`config.mk`:
```
export PLATFORM = sky130hd
export DESIGN_NAME = exchange_sort_engine_flat
export DESIGN_NICKNAME = d
export VERILOG_FILES = /design/src/rtl/esort_pkg.sv /design/src/rtl/esort_if.sv /design/src/rtl/esort_ram.sv /design/src/rtl/esort_ctrl.sv /design/src/rtl/esort_dp.sv /design/src/rtl/exchange_sort_engine.sv /design/src/flat_wrapper.sv
export SDC_FILE = /design/constraint.sdc
export NUM_CORES = 2
export LEC_CHECK = 0
export BUFFER_PORTS_ARGS = -buffer_cell sky130_fd_sc_hd__buf_2
export CAP_MARGIN = 20
export CORE_MARGIN = 2
export CORE_UTILIZATION = 57
export CTS_CLUSTER_DIAMETER = 150
export DETAILED_ROUTE_END_ITERATION = 8
export PLACE_DENSITY = 0.82
export SKIP_CTS_REPAIR_TIMING = 1
export SYNTH_ARGS = -nofsm -noshare
export SYNTH_HDL_FRONTEND = slang
export SYNTH_SLANG_ARGS = --single-unit
```
`constraint.sdc`:
```
create_clock -name clock -period 5.25 [get_ports clock]
set_clock_uncertainty 0.15 [all_clocks]
set_input_delay 1.05 -clock clock [delete_from_list [all_inputs] [get_ports clock]]
set_output_delay 1.05 -clock clock [all_outputs]
set_load 0.005 [all_outputs]
```
`src/rtl/esort_pkg.sv`:
```
`default_nettype none
// ----------------------------------------------------------------------------
// esort_pkg: shared types and constants of the exchange sort engine
// Store geometry, controller state encoding and the command and status
// structures that pass between the controller and the datapath.
// ----------------------------------------------------------------------------
package esort_pkg;

   localparam int STORE_DEPTH = 64;
   localparam int DATA_W      = 32;
   localparam int ADDR_W      = (STORE_DEPTH > 1) ? $clog2(STORE_DEPTH) : 1;
   localparam int CNT_W       = $clog2(STORE_DEPTH + 1);

   typedef enum logic [2:0] {
      ST_COLLECT,
      ST_START,
      ST_LOAD,
      ST_SCAN,
      ST_EMIT
   } state_type;

   typedef struct packed {
      logic collect;
      logic start;
      logic load;
      logic scan;
      logic emit;
   } cmd_type;

   typedef struct packed {
      logic last_accept;
      logic j_at_end;
      logic i_last;
      logic out_free;
   } status_type;

endpackage : esort_pkg
`default_nettype wire

```
`src/rtl/esort_if.sv`:
```
`default_nettype none
// ----------------------------------------------------------------------------
// esort_req_if / esort_rsp_if: handshake channels of the exchange sort engine
// Each channel carries valid, ready and the item fields; an item moves at a
// rising clock edge at which valid and ready are both high.
// ----------------------------------------------------------------------------
interface esort_req_if;
   logic               valid;
   logic               ready;
   logic signed [31:0] item_value;
   logic               last_item;

   modport source (output valid, output item_value, output last_item, input ready);
   modport sink   (input valid, input item_value, input last_item, output ready);
endinterface : esort_req_if

interface esort_rsp_if;
   logic               valid;
   logic               ready;
   logic signed [31:0] sorted_value;
   logic               run_end;
   logic               overflowed;

   modport source (output valid, output sorted_value, output run_end,
                   output overflowed, input ready);
   modport sink   (input valid, input sorted_value, input run_end,
                   input overflowed, output ready);
endinterface : esort_rsp_if
`default_nettype wire

```
`src/rtl/esort_ram.sv`:
```
`default_nettype none
// ----------------------------------------------------------------------------
// esort_ram: generic simple dual-port RAM
// One write port and one read port with registered read data.
// ----------------------------------------------------------------------------
module esort_ram #(
   parameter int WIDTH = 32,
   parameter int DEPTH = 64
) (
   input  wire logic                                           clock,
   input  wire logic                                           wr_en,
   input  wire logic [((DEPTH > 1) ? $clog2(DEPTH) : 1)-1:0] wr_addr,
   input  wire logic [WIDTH-1:0]                               wr_data,
   input  wire logic [((DEPTH > 1) ? $clog2(DEPTH) : 1)-1:0] rd_addr,
   output logic      [WIDTH-1:0]                               rd_data_ff
);

   logic [WIDTH-1:0] mem_ff [DEPTH];

   always_ff @(posedge clock) begin
      if (wr_en) begin
         mem_ff[wr_addr] <= wr_data;
      end
      rd_data_ff <= mem_ff[rd_addr];
   end

endmodule : esort_ram
`default_nettype wire

```
`src/rtl/esort_ctrl.sv`:
```
`default_nettype none
// ----------------------------------------------------------------------------
// esort_ctrl: sequencer of the exchange sort engine
// Steps through collection, a scan pass for each position with a later element
// and the emission of each position's final value.
// ----------------------------------------------------------------------------
module esort_ctrl (
   input  wire logic                   clock,
   input  wire logic                   reset,
   input  wire esort_pkg::status_type  status,
   output esort_pkg::cmd_type          cmd
);
   import esort_pkg::*;

   state_type state_ff;
   state_type state_in;

   always_ff @(posedge clock) begin
      if (reset) begin
         state_ff <= ST_COLLECT;
      end else begin
         state_ff <= state_in;
      end
   end

   always_comb begin
      state_in = state_ff;
      cmd      = '0;
      unique case (state_ff)
         ST_COLLECT: begin
            cmd.collect = 1'b1;
            if (status.last_accept) begin
               state_in = ST_START;
            end
         end
         ST_START: begin
            cmd.start = 1'b1;
            state_in  = ST_LOAD;
         end
         ST_LOAD: begin
            cmd.load = 1'b1;
            // A position with no later element goes straight out.
            state_in = status.j_at_end ? ST_EMIT : ST_SCAN;
         end
         ST_SCAN: begin
            cmd.scan = 1'b1;
            if (status.j_at_end) begin
               state_in = ST_EMIT;
            end
         end
         ST_EMIT: begin
            if (status.out_free) begin
               cmd.emit = 1'b1;
               state_in = status.i_last ? ST_COLLECT : ST_LOAD;
            end
         end
         default: begin
            state_in = ST_COLLECT;
         end
      endcase
   end

endmodule : esort_ctrl
`default_nettype wire

```
`src/rtl/esort_dp.sv`:
```
`default_nettype none
// ----------------------------------------------------------------------------
// esort_dp: datapath of the exchange sort engine
// Element RAM, fill count, overflow flag, pass indexes, the running value of
// the current position and the output register.
// ----------------------------------------------------------------------------
module esort_dp (
   input  wire logic                  clock,
   input  wire logic                  reset,
   input  wire esort_pkg::cmd_type    cmd,
   output esort_pkg::status_type      status,
   esort_req_if.sink                  req_chan,
   esort_rsp_if.source                rsp_chan
);
   import esort_pkg::*;

   logic [CNT_W-1:0]         count_ff, count_in;
   logic                     ovf_ff, ovf_in;
   logic [ADDR_W-1:0]        i_ff, i_in;
   logic [CNT_W-1:0]         j_ff, j_in;
   logic signed [DATA_W-1:0] cur_ff, cur_in;

   logic                     out_valid_ff, out_valid_in;
   logic signed [DATA_W-1:0] out_value_ff, out_value_in;
   logic                     out_end_ff, out_end_in;
   logic                     out_ovf_ff, out_ovf_in;

   logic                     wr_en;
   logic [ADDR_W-1:0]        wr_addr;
   logic [DATA_W-1:0]        wr_data;
   logic [ADDR_W-1:0]        rd_addr;
   logic [DATA_W-1:0]        rd_data;
   logic signed [DATA_W-1:0] rd_value;

   logic                     accept;
   logic [CNT_W-1:0]         j_prev;
   logic [ADDR_W-1:0]        i_next;

   esort_ram #(
      .WIDTH (DATA_W),
      .DEPTH (STORE_DEPTH)
   ) u_store (
      .clock      (clock),
      .wr_en      (wr_en),
      .wr_addr    (wr_addr),
      .wr_data    (wr_data),
      .rd_addr    (rd_addr),
      .rd_data_ff (rd_data)
   );

   assign rd_value = $signed(rd_data);
   assign accept   = req_chan.valid && cmd.collect;
   assign j_prev   = j_ff - CNT_W'(1);
   assign i_next   = i_ff + ADDR_W'(1);

   assign req_chan.ready        = cmd.collect;
   assign rsp_chan.valid        = out_valid_ff;
   assign rsp_chan.sorted_value = out_value_ff;
   assign rsp_chan.run_end      = out_end_ff;
   assign rsp_chan.overflowed   = out_ovf_ff;

   assign status.last_accept = accept && req_chan.last_item;
   assign status.j_at_end    = (j_ff == count_ff);
   assign status.i_last      = ((CNT_W'(i_ff) + CNT_W'(1)) == count_ff);
   assign status.out_free    = !out_valid_ff || rsp_chan.ready;

   always_comb begin
      count_in     = count_ff;
      ovf_in       = ovf_ff;
      i_in         = i_ff;
      j_in         = j_ff;
      cur_in       = cur_ff;
      out_valid_in = out_valid_ff && !rsp_chan.ready;
      out_value_in = out_value_ff;
      out_end_in   = out_end_ff;
      out_ovf_in   = out_ovf_ff;
      wr_en        = 1'b0;
      wr_addr      = count_ff[ADDR_W-1:0];
      wr_data      = req_chan.item_value;
      rd_addr      = j_ff[ADDR_W-1:0];

      if (accept) begin
         if (count_ff < CNT_W'(STORE_DEPTH)) begin
            wr_en    = 1'b1;
            count_in = count_ff + CNT_W'(1);
         end else begin
            ovf_in = 1'b1;
         end
      end

      if (cmd.start) begin
         rd_addr = '0;
         i_in    = '0;
         j_in    = CNT_W'(1);
      end

      if (cmd.load) begin
         cur_in = rd_value;
         j_in   = j_ff + CNT_W'(1);
      end

      if (cmd.scan) begin
         // The later element is smaller: it takes the current position and
         // the old value moves down to where it came from.
         if (rd_value < cur_ff) begin
            wr_en   = 1'b1;
            wr_addr = j_prev[ADDR_W-1:0];
            wr_data = cur_ff;
            cur_in  = rd_value;
         end
         j_in = j_ff + CNT_W'(1);
      end

      if (cmd.emit) begin
         out_valid_in = 1'b1;
         out_value_in = cur_ff;
         out_end_in   = status.i_last;
         out_ovf_in   = ovf_ff;
         if (status.i_last) begin
            count_in = '0;
            ovf_in   = 1'b0;
         end else begin
            i_in    = i_next;
            rd_addr = i_next;
            j_in    = CNT_W'(i_ff) + CNT_W'(2);
         end
      end
   end

   always_ff @(posedge clock) begin
      if (reset) begin
         count_ff     <= '0;
         ovf_ff       <= 1'b0;
         out_valid_ff <= 1'b0;
      end else begin
         count_ff     <= count_in;
         ovf_ff       <= ovf_in;
         out_valid_ff <= out_valid_in;
      end
   end

   always_ff @(posedge clock) begin
      i_ff         <= i_in;
      j_ff         <= j_in;
      cur_ff       <= cur_in;
      out_value_ff <= out_value_in;
      out_end_ff   <= out_end_in;
      out_ovf_ff   <= out_ovf_in;
   end

endmodule : esort_dp
`default_nettype wire

```
`src/rtl/exchange_sort_engine.sv`:
```
`default_nettype none
// ----------------------------------------------------------------------------
// exchange_sort_engine: collects a set of signed integers and returns it sorted
// Items arrive on req_chan, one signed 32-bit value per item; the item with
// last_item set closes the set. Up to 64 values are stored; items that arrive
// while the store is full are dropped, and every result of that run then
// carries overflowed. The sorted run leaves on rsp_chan in ascending order,
// with run_end on its final, largest item.
// The block takes input items only while it is collecting: one item a cycle.
// Once the last item is in, it sorts position by position: each position
// fetches its value and then compares it with every later element, one
// compare per cycle, since the element RAM gives one read a cycle.
// Each position's result is issued as soon as its pass ends; if the receiver
// stalls, the result waits in the output register and the next pass runs
// but holds before it issues its own result.
// Input is taken again after the final result of the run has been issued,
// even while that result still waits to be taken.
// A synchronous reset empties the set and clears the overflow flag and any
// pending result; stored values are not cleared.
// ----------------------------------------------------------------------------
module exchange_sort_engine (
   input  wire logic    clock,
   input  wire logic    reset,
   esort_req_if.sink    req_chan,
   esort_rsp_if.source  rsp_chan
);
   import esort_pkg::*;

   // Commands from the sequencer and status back from the datapath.
   cmd_type    cmd;
   status_type status;

   esort_ctrl u_ctrl (
      .clock  (clock),
      .reset  (reset),
      .status (status),
      .cmd    (cmd)
   );

   esort_dp u_dp (
      .clock    (clock),
      .reset    (reset),
      .cmd      (cmd),
      .status   (status),
      .req_chan (req_chan),
      .rsp_chan (rsp_chan)
   );

endmodule : exchange_sort_engine
`default_nettype wire

```
`src/flat_wrapper.sv`:
```
// flat-port wrapper written by rule: the top's interface ports become plain ports
module exchange_sort_engine_flat import esort_pkg::*;
  (clock, reset, req_chan_valid, req_chan_item_value, req_chan_last_item, req_chan_ready, rsp_chan_valid, rsp_chan_sorted_value, rsp_chan_run_end, rsp_chan_overflowed, rsp_chan_ready);
  esort_req_if req_chan_i ();
  esort_rsp_if rsp_chan_i ();
  input  wire logic clock;
  input  wire logic reset;
  input wire logic [$bits(req_chan_i.valid)-1:0] req_chan_valid;
  input wire logic [$bits(req_chan_i.item_value)-1:0] req_chan_item_value;
  input wire logic [$bits(req_chan_i.last_item)-1:0] req_chan_last_item;
  output wire logic [$bits(req_chan_i.ready)-1:0] req_chan_ready;
  output wire logic [$bits(rsp_chan_i.valid)-1:0] rsp_chan_valid;
  output wire logic [$bits(rsp_chan_i.sorted_value)-1:0] rsp_chan_sorted_value;
  output wire logic [$bits(rsp_chan_i.run_end)-1:0] rsp_chan_run_end;
  output wire logic [$bits(rsp_chan_i.overflowed)-1:0] rsp_chan_overflowed;
  input wire logic [$bits(rsp_chan_i.ready)-1:0] rsp_chan_ready;
  assign req_chan_i.valid = req_chan_valid;
  assign req_chan_i.item_value = req_chan_item_value;
  assign req_chan_i.last_item = req_chan_last_item;
  assign req_chan_ready = req_chan_i.ready;
  assign rsp_chan_valid = rsp_chan_i.valid;
  assign rsp_chan_sorted_value = rsp_chan_i.sorted_value;
  assign rsp_chan_run_end = rsp_chan_i.run_end;
  assign rsp_chan_overflowed = rsp_chan_i.overflowed;
  assign rsp_chan_i.ready = rsp_chan_ready;
  exchange_sort_engine u_core (.clock(clock), .reset(reset), .req_chan(req_chan_i), .rsp_chan(rsp_chan_i));
endmodule
```
# == Yosys cells after proc, flatten, opt, wreduce, memory -nomap -nowiden ==
# Memory sizes are Yosys's and may differ from the RTL's. A register that Yosys moved wholly into a read port is not among the register bits.
# Index checks and enable logic that the tools add are counted.
# word_totals
ff_bits,91
ram_bits,2048
input_bits,37
out_inout_bits,36
wordCells,81
memories,1
# mem_list
name,words,width,read_ports,rd_clocked_by_memory_dff,wr,line,text
u_core.u_dp.u_store.mem_ff,64,32,1,1,1,esort_ram.sv:18,logic [WIDTH-1:0] mem_ff [DEPTH];
# classes
add_sub_neg,6
n_lt_le_gt_ge,2
n_eq_ne,9
muxes,45
n_reduce_logical,8
# ops
cell,count
two-way mux 32 bit,5
two-way mux 7 bit,9
two-way mux 6 bit,8
< comparator 32 bit,1
two-way mux 1 bit,17
case mux 3 bit (5 select lines),1
adder 7 x 1 -> 7 bit (second input constant),2
== test 7 bit,2
two-way mux 3 bit,4
adder 6 x 1 -> 7 bit (second input constant),1
adder 6 x 2 -> 7 bit (second input constant),1
< comparator 7 bit (second input constant),1
adder 6 x 1 -> 6 bit (second input constant),1
== test 3 x 2 -> 1 bit (second input constant),2
subtractor 6 x 1 -> 6 bit (second input constant),1
inequality test 2 x 1 -> 1 bit (second input constant),2
== test 3 x 1 -> 1 bit (second input constant),1
== test 3 bit (second input constant),1
logical AND 1 bit,3
logical NOT 3 bit,1
AND reduction 3 bit,1
logical NOT 1 bit,2
two-way mux 2 bit,1
inequality test 2 bit (second input constant),1
logical OR 1 bit,1

# == Logic depth before layout (Yosys ltp) ==
# depth
ltp_word,8
ltp_mapped,18
ltp_nobuf,12

# == Modules after synthesis ==
# A second synthesis with hierarchy kept.
# hier_totals
cells_unflattened,4440
hier_area_um2,86749.4
# modules_own_cells
module,instances,cells_per_inst,area_each_um2,seq_area_each_um2
esort_ram,1,3324,78515.3,62139.6
esort_dp,1,1090,8008.9,2102.0
esort_ctrl,1,26,225.2,60.1

# == Worst setup path after synthesis ==
# OpenSTA, ideal clock, no wires.
# synth_timing
path_type,register -> register
start,reg u_core.u_dp.cur_ff[31]
end,mem u_core.u_dp.u_store.mem_ff[48][0] (enable)
arrival_ns,5.232
required_ns,4.630
path_slack_ns,-0.602
path_stages_with_launch,12
synth_period_minus_slack_ns,5.852
path_cell_list,dfxtp_1 > inv_1 > ha_1 > nand4_1 > or3_1 > o221a_2 > clkbuf_1 > o2111a_1 > o21ai_1 > a32oi_1 > clkbuf_1 > a211oi_1
# synth_via
elab_chain_cells,5
word_cells_on_any_way,7
cone_classes,order compare: 1; mux: 6
# synth_rtl
item,line,text
start: declaration,esort_dp.sv:21,"logic signed [DATA_W-1:0] cur_ff, cur_in;"
start signal: assignment,esort_dp.sv:145,cur_ff <= cur_in;
< comparator 32 bit (*),esort_dp.sv:105,if (rd_value < cur_ff) begin
two-way mux 1 bit,esort_dp.sv:105,
two-way mux 1 bit,esort_dp.sv:102,if (cmd.scan) begin
two-way mux 1 bit,esort_ram.sv:21,if (wr_en) begin
two-way mux 1 bit (not written as such),esort_ram.sv:22,mem_ff[wr_addr] <= wr_data;
end: declaration,esort_ram.sv:18,
# Every way passes the cells marked *; elsewhere a longest branch is shown, timed or not.

# == Final worst setup path ==
# layout_timing
start,reg u_core.u_dp.i_ff[2]
end,"reg u_core.u_dp.u_store.rd_data_ff[31], read port of u_core.u_dp.u_store.mem_ff"
# layout_via
elab_chain_cells,4
word_cells_on_any_way,5
cone_classes,add/sub: 2; eq/ne: 1; mux: 2
# layout_rtl
item,line,text
start: declaration,esort_dp.sv:19,"logic [ADDR_W-1:0] i_ff, i_in;"
start signal: assignment,esort_dp.sv:143,i_ff <= i_in;
adder 6 x 1 -> 7 bit,esort_dp.sv:64,assign status.i_last = ((CNT_W'(i_ff) + CNT_W'(1)) == count_ff);
== test 7 bit,esort_dp.sv:64,
two-way mux 6 bit (*),esort_dp.sv:119,if (status.i_last) begin
two-way mux 6 bit (*),esort_dp.sv:114,if (cmd.emit) begin
end: declaration,esort_ram.sv:15,output logic [WIDTH-1:0] rd_data_ff
# Marked as above.
# A chain may end at the register's enable or synchronous reset.

==> out/results.txt <==
CP required: 5.77 ns
Vias in the first global route: 55954
Synth Flop Type: edfxtp_1
RSZ-0062 raised after global routing: no
Crit path from: u_core.u_dp.i_ff[2]$_DFF_P_
Clk network pwr share: 28.5%
WS Path Type: reg2reg
Max Slew Vio Count: 0
Worst Setup EP: u_core.u_dp.u_store.rd_data_ff[31]$_DFF_P_
Pwr per Cell Area: 513 nW/um2
EDFF count, synth: 2082
Mapped Area: 86600 um2
Sequential area share after synthesis: 74.3%
Reg clk slew, reported paths: 0.06 ns
Worst VDD drop: 0.000355 V
Net count after synthesis: 6292
Metal-1 WL: 82200 um
Combinational cell fraction of total power: 31.2%
Sw power: 17.6 mW
Final core utilization: 64.6%
GPL Wtd Cong: 0.966
Leading cell types in the layout, fill and taps excluded: edfxtp_1 (2082), nand2_1 (1433), nand3_1 (591)
Worst Setup End Kind: register
Outcome: completed
Reg2Reg Setup Slack: 0.01 ns
Headroom to the max-slew limit: 18.6%
# port buffers: 72
First-pass GRT wire length: 358000 um
Fin crit share: 99.7%
Max_cap viols: 0
Ratio of cells with drive above 1 in the final layout: 14.0%
# IOs: 73
Antenna Nets Post-Route: 0
FF-to-FF End: u_core.u_dp.u_store.rd_data_ff[31]$_DFF_P_
Placement Cell Area: 91400 um2
Longest Clk Path Bufs: 3
Internal: 32.6 mW
Metal2 WL: 112000 um
CTS Sinks: 2171
Die X: 394 um
Core ar.: 151000 um2
Total negative slack: 0 ns
Clock Latency Late Sink: 0.86 ns
Max FO, Critical Path: 93
Min-delay worst type: reg2reg
Sw frac: 35.0%
Final min period: 5.24 ns
Synth unique cells: 74
Cell Count Post-Placement: 8211
Final Instance Area: 97800 um2
FF+latch area: 64300 um2
Lkg Pwr: 33.1 nW
Syn Inst Count: 6219
Die area: 155000 um2
Final hold violation count: 0
Multi-input gate area: 21000 um2
Crit path launch type: register
Met3 Wirelength: 35600 um
Crit path DAT: 5.76 ns
Flops & latches, synth: 2171
Initial DRC count: 10076
Worst-Margin Slew: 1.22 ns
Total gr overflow: 0
Critical Path, Cell by Cell: ha_1, nand4_1, xnor2_1, a2111oi_4, buf_4, a211oi_1, a21o_4, buf_12, nand2_1, a311oi_1, o22ai_1, or4_1, a221oi_2
CP max stage delay: 0.70 ns
DR top layer: met5
Fillers: 9735
CTS tree: built
Drt drc: 0
R2R Path Start: u_core.u_dp.i_ff[2]$_DFF_P_
Async S/R FF share, synth: 0%
Initial Util: 57.2%
Fin cells: 8577
Via Count: 57714
Pin count of the biggest net entering global routing: 139
FF-to-FF path depth: 13
1st-pass router iterations: 7
Routed len/inst: 28.7 um
Post-Place Setup Slack: -0.216 ns
Pwr Total: 50.1 mW
# rows: 143
Mean area per synthesized cell: 13.9 um2
Sequential Power Share: 40.3%
Setup violators final: 0
DP HPWL: 142000 um
Most common cell after layout, fill and taps aside: edfxtp_1
Max Fclk: 191 MHz
Minimum hold slack: 0.303 ns
Ys Warns: 0
TritonCTS Buffers: 199
Nets@finish: 6461
Cell chosen for the clock root: clkbuf_16
Crit path max-delay cell type: a221oi_2
Total Wirelength: 246000 um
Gr usage total: 31.1%
Vias per inst: 6.73
Initial antenna violation count: 14
Die Ht: 394 um
CTS H-tree lvls: 4
Final worst slack: 0.0138 ns
Layout Area Growth over Synthesis: 13.0%
flip-flops by register name (all words and copies together) (netlist names):
register,flops
u_core.u_ctrl.state_ff,3
u_core.u_dp.count_ff,7
u_core.u_dp.cur_ff,32
u_core.u_dp.i_ff,6
u_core.u_dp.j_ff,7
u_core.u_dp.ovf_ff,1
u_core.u_dp.rsp_chan.overflowed,1
u_core.u_dp.rsp_chan.run_end,1
u_core.u_dp.rsp_chan.sorted_value,32
u_core.u_dp.rsp_chan.valid,1
u_core.u_dp.u_store.mem_ff,2048
u_core.u_dp.u_store.rd_data_ff,32
worst min-delay path by stage:
stage | start | to | slack (ns) | cells after the start
after global placement | u_core.u_dp.ovf_ff$_SDFF_PP0_ | u_core.u_dp.rsp_chan.overflowed$_DFFE_PP_ | 0.28 | 0
after global routing | u_core.u_dp.ovf_ff$_SDFF_PP0_ | u_core.u_dp.rsp_chan.overflowed$_DFFE_PP_ | 0.32 | 0
after detailed placement | u_core.u_dp.ovf_ff$_SDFF_PP0_ | u_core.u_dp.rsp_chan.overflowed$_DFFE_PP_ | 0.28 | 0
after CTS | reset | u_core.u_dp.rsp_chan.valid$_SDFF_PP0_ | 0.28 | 2
after floorplan | u_core.u_dp.ovf_ff$_SDFF_PP0_ | u_core.u_dp.rsp_chan.overflowed$_DFFE_PP_ | 0.26 | 0
final | u_core.u_dp.ovf_ff$_SDFF_PP0_ | u_core.u_dp.rsp_chan.overflowed$_DFFE_PP_ | 0.30 | 0
critical path, delay by kind of cell (launching register included):
family	cells	cell delay, ns
buf+inv	2	0.55
flops	1	0.43
xor+xnor	1	0.34
fa+ha+maj	1	0.38
simple gates	3	1.03
compound gates	6	2.05
cells in the mapped netlist (13+ instances only):
cell,instances,share of area [%]
buf_1,50,0.22
clkbuf_1,173,0.75
and3_1,26,0.19
a211oi_1,30,0.26
a31oi_1,25,0.18
a21o_1,24,0.21
and4_1,19,0.19
nand2_1,1435,6.2
a21oi_1,222,1.3
nand3_1,591,3.4
a32oi_1,32,0.32
ha_1,36,0.52
o221ai_1,19,0.19
a221oi_1,100,1.0
dfxtp_1,89,2.1
xnor2_1,18,0.18
inv_1,41,0.18
nor4_1,112,0.81
nand4_1,54,0.39
mux2i_1,174,2.0
or4_1,46,0.40
buf_2,154,0.89
nor3_1,55,0.32
a22o_1,19,0.19
buf_4,23,0.20
mux2_2,153,2.0
a311oi_1,48,0.49
o21ai_0,82,0.47
o22ai_1,62,0.45
or3_1,13,0.094
edfxtp_1,2082,72
nor2_1,73,0.32
power groups by stage:
stage	Clock [mW]	Sequential, mW	Combinational, mW
final	14.3	20.2	15.6
after global routing	14.9	20.2	16.3
after CTS	14.3	20.2	15.1
after detailed placement	0	20.6	14.8
after global placement	0	20.5	14.3
after floorplan	0	20.2	9.41
area by class of cell:
cell class	count	share of cell area, %
Sequential cell	2171	65.7
Multi-Input combinational cell	3598	21.5
Clock buffer	263	5.48
Timing Repair Buffer	377	3.52
Tap cell	2030	2.60
Clock inverter	95	1.02
Inverter	41	0.157
Antenna cell	2	0.00512
cell families after synthesis:
group,count (synthesis),share of synthesized area (%)
xor gates and xnor gates,30,0.303
adders and majority gates,37,0.532
DFF,2171,74.3
muxes,332,4.09
and+or+nand+nor,2456,12.6
buffers and inverters,450,2.35
AOI/OAI and AO/OA,743,5.88
routing by layer:
layer  up-vias  track usage (%)
li1      23824                -
met1     27974             40.2
met2      4986             47.4
met3       918             8.67
met4        12             17.9
met5         -                0
No activity file was read; power rests on OpenSTA's default activity.
